File: config.mk
export PLATFORM = sky130hd
export DESIGN_NAME = top_k_occurrence_tracker_core
export DESIGN_NICKNAME = d
export VERILOG_FILES = /design/src/rtl/tkot_pkg.sv /design/src/rtl/tkot_cell.sv /design/src/rtl/top_k_occurrence_tracker_core.sv
export SDC_FILE = /design/constraint.sdc
export NUM_CORES = 2
export LEC_CHECK = 0
export BUFFER_PORTS_ARGS = -buffer_cell sky130_fd_sc_hd__buf_2
export CORE_ASPECT_RATIO = 0.7
export CORE_MARGIN = 10
export CORE_UTILIZATION = 69
export DETAILED_ROUTE_END_ITERATION = 12
export PLACE_DENSITY = 0.89
export SETUP_SLACK_MARGIN = 0.3
export SYNTH_ARGS = -nofsm -noshare
export SYNTH_HDL_FRONTEND = slang
export SYNTH_SLANG_ARGS = --single-unit
File: constraint.sdc
create_clock -name clk -period 6.6 [get_ports clk]
set_input_delay 0.66 -clock clk [delete_from_list [all_inputs] [get_ports clk]]
set_output_delay 0.66 -clock clk [all_outputs]
set_load 0.05 [all_outputs]
File: src/rtl/tkot_pkg.sv
// Shared constants and the control type for the top-k occurrence tracker.
package tkot_pkg;

    localparam int LIST_DEPTH_DEF = 11;
    localparam int ID_BITS_DEF    = 20;
    localparam int COUNT_BITS_DEF = 16;

    typedef struct packed {
        logic lookup;
        logic bubble;
        logic miss;
        logic full;
    } tkot_ctrl_t;

endpackage

File: src/rtl/tkot_cell.sv
// One list cell: holds an (id, count) entry, matches, inserts and swaps with its neighbours.
module tkot_cell
    import tkot_pkg::*;
#(
    parameter int ID_BITS    = ID_BITS_DEF,
    parameter int COUNT_BITS = COUNT_BITS_DEF,
    parameter int FILL_W     = 4,
    parameter int INDEX      = 0,
    parameter bit LAST       = 1'b0
)
(
    input  logic                  clk,
    input  logic                  rst_n,
    input  tkot_ctrl_t            ctrl,
    input  logic [ID_BITS-1:0]    key,
    input  logic [FILL_W-1:0]     fill,
    input  logic [ID_BITS-1:0]    above_id,
    input  logic [COUNT_BITS-1:0] above_count,
    input  logic                  swap_above,
    input  logic [ID_BITS-1:0]    below_id,
    input  logic [COUNT_BITS-1:0] below_count,
    input  logic                  below_mark,
    output logic [ID_BITS-1:0]    id,
    output logic [COUNT_BITS-1:0] count,
    output logic                  mark,
    output logic                  hit,
    output logic                  swap
);

    logic [ID_BITS-1:0]    id_reg;
    logic [ID_BITS-1:0]    id_next;
    logic [COUNT_BITS-1:0] count_reg;
    logic [COUNT_BITS-1:0] count_next;
    logic                  mark_reg;
    logic                  mark_next;
    logic                  valid;
    logic                  insert;
    logic [COUNT_BITS-1:0] count_inc;

    assign valid     = fill > FILL_W'(INDEX);
    assign hit       = valid && (id_reg == key);
    assign insert    = ctrl.miss && (ctrl.full ? LAST : (fill == FILL_W'(INDEX)));
    assign swap      = ctrl.bubble && below_mark && (count_reg < below_count);
    assign count_inc = (&count_reg) ? count_reg : count_reg + 1'b1;

    always_comb
    begin
        id_next    = id_reg;
        count_next = count_reg;
        mark_next  = mark_reg;
        if (ctrl.lookup)
        begin
            mark_next = hit || insert;
            if (hit)
            begin
                count_next = count_inc;
            end
            else if (insert)
            begin
                id_next    = key;
                count_next = COUNT_BITS'(1);
            end
        end
        else if (swap)
        begin
            id_next    = below_id;
            count_next = below_count;
            mark_next  = 1'b1;
        end
        else if (swap_above)
        begin
            id_next    = above_id;
            count_next = above_count;
            mark_next  = 1'b0;
        end
    end

    always_ff @(posedge clk or negedge rst_n)
    begin
        if (!rst_n)
        begin
            mark_reg <= 1'b0;
        end
        else
        begin
            mark_reg <= mark_next;
        end
    end

    always_ff @(posedge clk)
    begin
        id_reg    <= id_next;
        count_reg <= count_next;
    end

    assign id    = id_reg;
    assign count = count_reg;
    assign mark  = mark_reg;

endmodule

File: src/rtl/top_k_occurrence_tracker_core.sv
// Top level of the top-k occurrence tracker: sequencer, fill count and result register.
//
//  channel  | handshake          | payload
//  ---------+--------------------+--------------------------------------------------
//  input    | in_valid/in_ready  | item_id
//  output   | out_valid/out_ready| rank, tally, was_new, evicted, evicted_id, fill
//
//  An item is accepted in IDLE, matched across all cells in LOOKUP, and in BUBBLE the
//  tallied entry climbs p places (at most LIST_DEPTH - 1), one swap between neighbouring
//  cells per place, before the result is loaded into the output register.
//  No new item is taken until the result of the last one is loaded.
//  Reset empties the list at once; no clearing pass.
//  A new item is taken while the previous result waits; a result that finds the
//  output register still full holds the block until out_ready.
module top_k_occurrence_tracker_core
    import tkot_pkg::*;
#(
    parameter int LIST_DEPTH = LIST_DEPTH_DEF,
    parameter int ID_BITS    = ID_BITS_DEF,
    parameter int COUNT_BITS = COUNT_BITS_DEF,
    parameter int RANK_W     = $clog2(LIST_DEPTH),
    parameter int FILL_W     = $clog2(LIST_DEPTH + 1)
)
(
    input  logic                  clk,
    input  logic                  rst_n,
    input  logic                  in_valid,
    output logic                  in_ready,
    input  logic [ID_BITS-1:0]    item_id,
    output logic                  out_valid,
    input  logic                  out_ready,
    output logic [RANK_W-1:0]     rank,
    output logic [COUNT_BITS-1:0] tally,
    output logic                  was_new,
    output logic                  evicted,
    output logic [ID_BITS-1:0]    evicted_id,
    output logic [FILL_W-1:0]     fill
);

    typedef enum logic [1:0] {
        IDLE,
        LOOKUP,
        BUBBLE
    } state_t;

    state_t                state_reg;
    logic [ID_BITS-1:0]    id_reg;
    logic [FILL_W-1:0]     fill_reg;
    logic                  new_reg;
    logic                  evict_reg;
    logic [ID_BITS-1:0]    evict_id_reg;
    logic                  out_valid_reg;
    logic [RANK_W-1:0]     rank_reg;
    logic [COUNT_BITS-1:0] tally_reg;
    logic                  was_new_reg;
    logic                  evicted_reg;
    logic [ID_BITS-1:0]    evicted_id_reg;
    logic [FILL_W-1:0]     fill_out_reg;

    tkot_ctrl_t            ctrl;
    logic [ID_BITS-1:0]    cell_id    [LIST_DEPTH];
    logic [COUNT_BITS-1:0] cell_count [LIST_DEPTH];
    logic [LIST_DEPTH-1:0] mark_vec;
    logic [LIST_DEPTH-1:0] hit_vec;
    logic [LIST_DEPTH-1:0] swap_vec;
    logic                  full;
    logic                  settled;
    logic                  emit;
    logic [RANK_W-1:0]     rank_enc;
    logic [COUNT_BITS-1:0] tally_sel;

    assign full        = fill_reg == FILL_W'(LIST_DEPTH);
    assign ctrl.lookup = state_reg == LOOKUP;
    assign ctrl.bubble = state_reg == BUBBLE;
    assign ctrl.miss   = ~|hit_vec;
    assign ctrl.full   = full;
    assign settled     = ~|swap_vec;
    assign emit        = (state_reg == BUBBLE) && settled && (!out_valid_reg || out_ready);

    genvar j;
    generate
        for (j = 0; j < LIST_DEPTH; j++)
        begin : g_cell
            logic [ID_BITS-1:0]    a_id;
            logic [COUNT_BITS-1:0] a_count;
            logic                  a_swap;
            logic [ID_BITS-1:0]    b_id;
            logic [COUNT_BITS-1:0] b_count;
            logic                  b_mark;

            if (j == 0)
            begin : g_head
                assign a_id    = '0;
                assign a_count = '0;
                assign a_swap  = 1'b0;
            end
            else
            begin : g_mid
                assign a_id    = cell_id[j-1];
                assign a_count = cell_count[j-1];
                assign a_swap  = swap_vec[j-1];
            end

            if (j == LIST_DEPTH - 1)
            begin : g_tail
                assign b_id    = '0;
                assign b_count = '0;
                assign b_mark  = 1'b0;
            end
            else
            begin : g_inner
                assign b_id    = cell_id[j+1];
                assign b_count = cell_count[j+1];
                assign b_mark  = mark_vec[j+1];
            end

            tkot_cell #(
                .ID_BITS    (ID_BITS),
                .COUNT_BITS (COUNT_BITS),
                .FILL_W     (FILL_W),
                .INDEX      (j),
                .LAST       (j == LIST_DEPTH - 1)
            ) u_cell (
                .clk         (clk),
                .rst_n       (rst_n),
                .ctrl        (ctrl),
                .key         (id_reg),
                .fill        (fill_reg),
                .above_id    (a_id),
                .above_count (a_count),
                .swap_above  (a_swap),
                .below_id    (b_id),
                .below_count (b_count),
                .below_mark  (b_mark),
                .id          (cell_id[j]),
                .count       (cell_count[j]),
                .mark        (mark_vec[j]),
                .hit         (hit_vec[j]),
                .swap        (swap_vec[j])
            );
        end
    endgenerate

    always_comb
    begin
        rank_enc  = '0;
        tally_sel = '0;
        for (int k = 0; k < LIST_DEPTH; k++)
        begin
            if (mark_vec[k])
            begin
                rank_enc  = rank_enc | RANK_W'(k);
                tally_sel = tally_sel | cell_count[k];
            end
        end
    end

    always_ff @(posedge clk or negedge rst_n)
    begin
        if (!rst_n)
        begin
            state_reg      <= IDLE;
            id_reg         <= '0;
            fill_reg       <= '0;
            new_reg        <= 1'b0;
            evict_reg      <= 1'b0;
            evict_id_reg   <= '0;
            out_valid_reg  <= 1'b0;
            rank_reg       <= '0;
            tally_reg      <= '0;
            was_new_reg    <= 1'b0;
            evicted_reg    <= 1'b0;
            evicted_id_reg <= '0;
            fill_out_reg   <= '0;
        end
        else
        begin
            if (emit)
            begin
                out_valid_reg <= 1'b1;
            end
            else if (out_valid_reg && out_ready)
            begin
                out_valid_reg <= 1'b0;
            end
            unique case (state_reg)
                IDLE:
                begin
                    if (in_valid)
                    begin
                        id_reg    <= item_id;
                        state_reg <= LOOKUP;
                    end
                end
                LOOKUP:
                begin
                    new_reg      <= ctrl.miss;
                    evict_reg    <= ctrl.miss && full;
                    evict_id_reg <= (ctrl.miss && full) ? cell_id[LIST_DEPTH-1] : '0;
                    if (ctrl.miss && !full)
                    begin
                        fill_reg <= fill_reg + 1'b1;
                    end
                    state_reg <= BUBBLE;
                end
                BUBBLE:
                begin
                    if (emit)
                    begin
                        rank_reg       <= rank_enc;
                        tally_reg      <= tally_sel;
                        was_new_reg    <= new_reg;
                        evicted_reg    <= evict_reg;
                        evicted_id_reg <= evict_id_reg;
                        fill_out_reg   <= fill_reg;
                        state_reg      <= IDLE;
                    end
                end
                default:
                begin
                    state_reg <= IDLE;
                end
            endcase
        end
    end

    assign in_ready   = state_reg == IDLE;
    assign out_valid  = out_valid_reg;
    assign rank       = rank_reg;
    assign tally      = tally_reg;
    assign was_new    = was_new_reg;
    assign evicted    = evicted_reg;
    assign evicted_id = evicted_id_reg;
    assign fill       = fill_out_reg;

    a_mark_single: assert property (@(posedge clk) disable iff (!rst_n)
        $onehot0(mark_vec))
        else $error("more than one cell marked");

    a_ids_unique: assert property (@(posedge clk) disable iff (!rst_n)
        state_reg == LOOKUP |-> $onehot0(hit_vec))
        else $error("id matched in more than one cell");

    a_mark_after_lookup: assert property (@(posedge clk) disable iff (!rst_n)
        state_reg == LOOKUP |=> $onehot(mark_vec))
        else $error("lookup left no marked cell");

    a_fill_bound: assert property (@(posedge clk) disable iff (!rst_n)
        fill_reg <= FILL_W'(LIST_DEPTH))
        else $error("fill count beyond list depth");

    a_swap_bubble_only: assert property (@(posedge clk) disable iff (!rst_n)
        state_reg != BUBBLE |-> swap_vec == '0)
        else $error("cell swap outside bubble phase");

endmodule

### Yosys cells after proc, flatten, opt, wreduce, memory -nomap -nowiden

Cells that the tools add are included.

* register bits: 502
* bits in latches: 0
* memory bits (writable): 0
* ROM bits: 0
* bits of input ports: 24
* output and inout port bits: 48
* logic and storage cells: 461
* memories: 0

* add/sub/neg operators: 12
* multipliers: 0
* div/mod/pow operators: 0
* magnitude comparators: 21
* eq/ne operators: 70
* shift operators: 0
* multiplexer cells: 186
* bitwise gates (word level): 10
* reductions and logical operators: 116

Operators with widths (count)
* $mux W16: 75
* $mux W20: 54
* $eq A20 B20 Y1: 11
* $add A16 B1 Y16 const B: 11
* $reduce_and A16 Y1: 11
* $lt A16 B16 Y1: 10
* $or A16 B16 Y16: 10
* $reduce_and A3 Y1: 22
* $logic_and A1 B1 Y1: 47
* $mux W1: 45
* $ne A3 B1 Y1 const B: 11
* $ne A3 B3 Y1 const B: 11
* $reduce_bool A3 Y1: 9
* $ne A2 B2 Y1 const B: 13
* $ne A2 B1 Y1 const B: 11
* $eq A4 B3 Y1 const B: 4
* $eq A4 B4 Y1 const B: 4
* $gt A4 B3 Y1 const B: 4
* $gt A4 B4 Y1 const B: 3
* $logic_or A1 B1 Y1: 12
* $mux W3: 4
* $mux W4: 3
* $reduce_or A11 Y1: 1
* $reduce_or A10 Y1: 1
* 14 further kinds: 28

### Longest topological paths before layout

* word-level depth: 21
* gate-level depth with buffers: 14
* gate-level depth less buffers: 10

### By module

A second synthesis with hierarchy kept.

* cell total of the unflattened synthesis: 3681
* area, all modules: 36732.7 µm²

By module, submodules not included
* top_k_occurrence_tracker_core: instances 1, cells each 356, area each 4719.5 µm², seq. area each 2377.3 µm²
* tkot_cell at g_cell[10].u_cell: instances 1, cells each 338, area each 3128.0 µm², seq. area each 1106.1 µm²
* tkot_cell at g_cell[2].u_cell: instances 1, cells each 333, area each 3083.0 µm², seq. area each 1106.1 µm²
* tkot_cell at g_cell[0].u_cell: instances 1, cells each 341, area each 3079.2 µm², seq. area each 1106.1 µm²
* tkot_cell at g_cell[5].u_cell: instances 1, cells each 326, area each 3014.1 µm², seq. area each 1106.1 µm²
* tkot_cell at g_cell[9].u_cell: instances 1, cells each 331, area each 2946.6 µm², seq. area each 1106.1 µm²
* tkot_cell at g_cell[4].u_cell: instances 1, cells each 278, area each 2810.2 µm², seq. area each 1106.1 µm²
* tkot_cell at g_cell[3].u_cell: instances 1, cells each 278, area each 2808.9 µm², seq. area each 1106.1 µm²
* tkot_cell at g_cell[1].u_cell: instances 1, cells each 276, area each 2798.9 µm², seq. area each 1106.1 µm²
* tkot_cell at g_cell[8].u_cell: instances 1, cells each 277, area each 2792.7 µm², seq. area each 1106.1 µm²
* tkot_cell at g_cell[7].u_cell: instances 1, cells each 275, area each 2782.7 µm², seq. area each 1106.1 µm²
* tkot_cell at g_cell[6].u_cell: instances 1, cells each 272, area each 2768.9 µm², seq. area each 1106.1 µm²

### Least setup slack after synthesis

No wires, ideal clock.

* kind: flip-flop to flip-flop
* start: register fill_reg[1]
* end: register g_cell[0].u_cell.id_reg[0] (enable)
* library setup time: 425 ps
* arrival time: 3868 ps
* data required time: 6175 ps
* path slack: 2307 ps
* stages on the path, launching flop included: 13
* path buffers: 3
* period minus slack after synthesis: 4293 ps
* cell sequence: dfrtp_1 -> inv_1 -> ha_1 -> clkbuf_1 -> nor2_1 -> a21oi_1 -> nor3_1 -> or4b_1 -> nor3_4 -> buf_6 -> buf_6 -> nand2_2 -> o21ai_0

* longest elaborated chain between the ends: 7
* elaborated cells between the ends (all ways): 31
* those cells by class: order compare (11); eq/ne (3); mux (1); reduce/logical (16)

Ends and longest elaborated chain
* start, declared: RTL line top_k_occurrence_tracker_core.sv:48 `logic [FILL_W-1:0] fill_reg;`
* start signal, assigned: RTL line top_k_occurrence_tracker_core.sv:202 `fill_reg <= fill_reg + 1'b1;`
* $gt A4 B1 Y1, or another cell as far along: RTL line tkot_cell.sv:40 `assign valid = fill > FILL_W'(INDEX);`
* $logic_and A1 B1 Y1: RTL line tkot_cell.sv:41 `assign hit = valid && (id_reg == key);`
* $reduce_or A11 Y1: RTL line top_k_occurrence_tracker_core.sv:75 `assign ctrl.miss = ~|hit_vec;`
* $logic_not A1 Y1: RTL line top_k_occurrence_tracker_core.sv:75
* $logic_and A1 B1 Y1: RTL line tkot_cell.sv:42 `assign insert = ctrl.miss && (ctrl.full ? LAST : (fill == FILL_W'(INDEX)));`
* $ne A2 B1 Y1 (no source line)
* $reduce_and A3 Y1 (no source line) (*)
* end signal, assigned: RTL line tkot_cell.sv:92 `id_reg <= id_next;`
* end, declared: RTL line tkot_cell.sv:30 `logic [ID_BITS-1:0] id_reg;`

Every way passes the cells marked *; elsewhere a longest branch is shown, timed or not.
A chain may end at the register's enable or synchronous reset.

### Worst setup path after layout

* start: register fill_reg[2]
* end: register g_cell[0].u_cell.id_reg[10] (enable)

Same word-level chain as after synthesis.

==> flow_metrics.py <==
metrics = {
    "pwr": {
        "swShare": 0.477,
        "p_comb_frac": 0.437,
        "power.leakage_nw": 13.3,
        "p_int_w": 0.0104,
        "powerDensity_nw_per_um2": 581,
        "clockPowerShare": 0.150,
        "p_sw_w": 0.00952,
        "seqPwrFrac": 0.413,
        "peakVddDrop_mv": 0.318,
    },
    "placement": {
        "post-place-ws_ns": 1.96,
        "dp.final_hpwl_mm": 88.1,
        "dp_cells": 3589,
        "gp_congestion": 1.14,
        "placed_area_um2": 32600,
        "port_buffers": 71,
    },
    "grt": {
        "grt_max_degree": 63,
        "antenna_found_initial": 8,
        "grt_pass1_vias": 27100,
        "overflow": 0,
        "grt_pass1_wl_mm": 174,
        "grt_usage": 0.407,
    },
    "floorplanning": {
        "initial_core_util": 0.706,
        "num_io_pins": 72,
        "core-area_um2": 45500,
        "fp.dieH_um": 200,
        "rows": 65,
        "die_w_um": 278,
        "dieArea_um2": 55700,
    },
    "timing": {
        "maxSlewViolCount": 0,
        "fin_crit_ns": 5.01,
        "setup_violations": 0,
        "slew_headroom": 0.0298,
        "period_share": 0.759,
        "fin_skew_ns": 0.0173,
        "hold_viol": 0,
        "hold_slack_ns": 0.228,
        "fmax_ghz": 0.200,
        "layout_setup_ws_ns": 1.59,
        "rsz0062_at_grt": "false",
        "tightestPinTransition_ns": 1.44,
        "tns_ns": 0,
    },
    "finish": {
        "drive_above_1_share": 0.0854,
        "final_cell_mix": "edfxtp_1, nand2_1, xnor2_1",
        "finalNonFillerCells": 3686,
        "seqCellArea_um2": 14500,
        "syn_to_final_growth_pct": 6.95,
        "final_common_cell": "edfxtp_1",
        "multi_input_area_um2": 16000,
        "fill_cells": 3006,
        "nets": 3228,
        "fin_area_um2": 34300,
        "largest_reg_flops": 220,
    },
    "synth": {
        "synth_xor_area_frac": 0.103,
        "ys_seq_area_frac": 0.453,
        "ys_async_sr_fraction": 0.211,
        "syn_area_per_cell_um2": 10.3,
        "yosysTopAreaCell": "edfxtp_1",
        "synth_edf_count": 396,
        "synth_compound_area_frac": 0.163,
        "synthSimpleGateAreaFrac": 0.134,
        "ys.flop_type": "edfxtp_1",
        "synth_area_um2": 32100,
        "syn_inst": 3103,
        "synth_top_family_by_area": "compound AO/OA/AOI/OAI gates",
        "yosys.area.top_type_share": 0.371,
        "synth.area.mux_share": 0.0309,
        "synth_fa_ha_area_frac": 0.0648,
        "synth_seq_cells": 502,
        "synth_warnings": 0,
        "synthesis.nets": 3293,
        "synth.distinct_cells": 78,
        "netlist_top_cells_area": "edfxtp_1, dfrtp_1, xnor2_1",
    },
    "routing": {
        "wl_per_cell_um": 32.2,
        "firstDrtPassIters": 7,
        "drt_iter0_markers": 6721,
        "drt_wl_total_mm": 119,
        "ant_nets": 0,
        "vias": 28800,
        "drc": 0,
        "vias_per_cell": 7.80,
    },
    "setup_path": {
        "worstRegToRegCells": 9,
        "r2r_slack_ns": 1.59,
        "r2r-start": "fill_reg[2]",
        "crit_type": "flip-flop to flip-flop",
        "slowest_delay_ns": 1.07,
        "required_ns": 6.80,
        "crit_path_top_delay_cell": "o21ai_2",
        "cp-end-kind": "flip-flop",
        "crit_chain": "nor4b_1, nor3_1, nand4_1, nor4_1, or4b_1, nor3_4, buf_4, nand2_2, o21ai_2",
        "cp.arrival_ns": 5.21,
        "rr_endpoint": "g_cell[0].u_cell.id[10]",
        "crit_fanout": 21,
        "startpoint_type": "flip-flop",
    },
    "clocking": {
        "hold_buffers": 0,
        "cts_tree": "yes",
        "cts.reportedPaths.clkPinSlew_ns": 0.06,
        "clk_latency_ns": 0.60,
        "cts.sinks": 502,
        "cts-root-buf": "clkbuf_16",
        "clockBufferDepth": 3,
        "htreeDepth": 2,
        "post_cts_buffers": 0,
        "post_cts_resized": 0,
        "numCtsBuffers": 50,
    },
    "hold_path": {
        "hp-class": "primary input to asynchronous set/reset pin",
    },
    "status": {
        "status": "finished, final reports clean",
    },
    "job": {
        "maxCapViolCount": 0,
    },
}
==> layer usage <==
metal	vias up	global-route usage	wire (um)
li1	11500	-	-
met1	13600	0.566	42400
met2	3175	0.515	44200
met3	487	0.244	27500
met4	16	0.122	4610
met5	-	0	99
==> logic make-up (layout without fill, tap and decap cells) <==
logic type / count (synthesis) / count (layout)
adder cells (fa/ha/maj): 166 / 166
AND/OR/NAND/NOR: 887 / 887
flip-flops: 502 / 502
buffers and inverters: 400 / 376
multiplexers: 90 / 90
XOR/XNOR: 376 / 376
AO/OA/AOI/OAI: 682 / 682
other: 0 / 4
==> worst max path at each step <==
stage	from	to	slack, ns	cells after the start
after detailed placement	fill_reg[3]	g_cell[0].u_cell.id[6]	1.96	9
after CTS	fill_reg[3]	g_cell[0].u_cell.id[10]	1.91	9
after floorplan	fill_reg[1]	g_cell[0].u_cell.id[0]	2.31	12
after global routing	fill_reg[3]	g_cell[0].u_cell.id[10]	1.69	9
final	fill_reg[2]	g_cell[0].u_cell.id[10]	1.59	9
after global placement	fill_reg[3]	g_cell[0].u_cell.id[6]	2.09	9
==> power groups by stage <==
| stage | clock network (W) | registers (W) | logic (W) |
|---|---|---|---|
| 2_1_floorplan | 0 | 0.00660 | 0.00634 |
| 3_3_place_gp | 0 | 0.00786 | 0.00792 |
| 3_5_place_dp | 0 | 0.00793 | 0.00826 |
| 4_1_cts | 0.00295 | 0.00788 | 0.00835 |
| 5_1_grt | 0.00307 | 0.00817 | 0.00925 |
| 6_report | 0.00299 | 0.00824 | 0.00872 |
==> cell usage after synthesis, drive strengths merged, types with 4 or more instances <==
| library cell | instances |
|---|---|
| ha | 166 |
| a31oi | 33 |
| nand3 | 115 |
| and2 | 27 |
| nor4 | 49 |
| and3 | 31 |
| nand2b | 12 |
| nand4 | 76 |
| nor3 | 71 |
| inv | 164 |
| dfrtp | 106 |
| clkbuf | 167 |
| edfxtp | 396 |
| a41oi | 6 |
| a221oi | 32 |
| a21o | 16 |
| nand2 | 323 |
| mux2 | 70 |
| nor2b | 19 |
| o22ai | 18 |
| nor3b | 9 |
| buf | 69 |
| o211ai | 51 |
| a22o | 52 |
| nor2 | 128 |
| a22oi | 24 |
| a222oi | 16 |
| xor2 | 125 |
| a2111oi | 5 |
| nand4b | 7 |
| a21oi | 111 |
| o21ai | 90 |
| o311a | 4 |
| xnor2 | 251 |
| mux2i | 20 |
| a211oi | 11 |
| a221o | 185 |
| or4 | 4 |
| or3 | 5 |
==> stage by stage <==
step / total power, W / util
global placement: 0.0158 / 0.718
floorplan: 0.0129 / -
global route: 0.0205 / 0.754
finish: 0.0199 / 0.755
CTS: 0.0192 / 0.754
detailed placement: 0.0162 / 0.718
==> worst max-delay path, delay by kind of cell, from the launching register on <==
family / cells / cell delay [ns]
DFF: 1 / 0.63
and+or+nand+nor: 7 / 2.55
buffers and inverters: 1 / 0.32
AOI/OAI and AO/OA: 1 / 1.07
==> layout make-up <==
cell class | count | area share
Clock buffer | 74 | 0.0415
Timing Repair Buffer | 119 | 0.0209
Clock inverter | 19 | 0.00667
Antenna cell | 4 | 0.000292
Multi-Input combinational cell | 2201 | 0.467
Sequential cell | 502 | 0.424
Tap cell | 603 | 0.0220
Inverter | 164 | 0.0179
No activity file was read; power rests on OpenSTA's default activity.
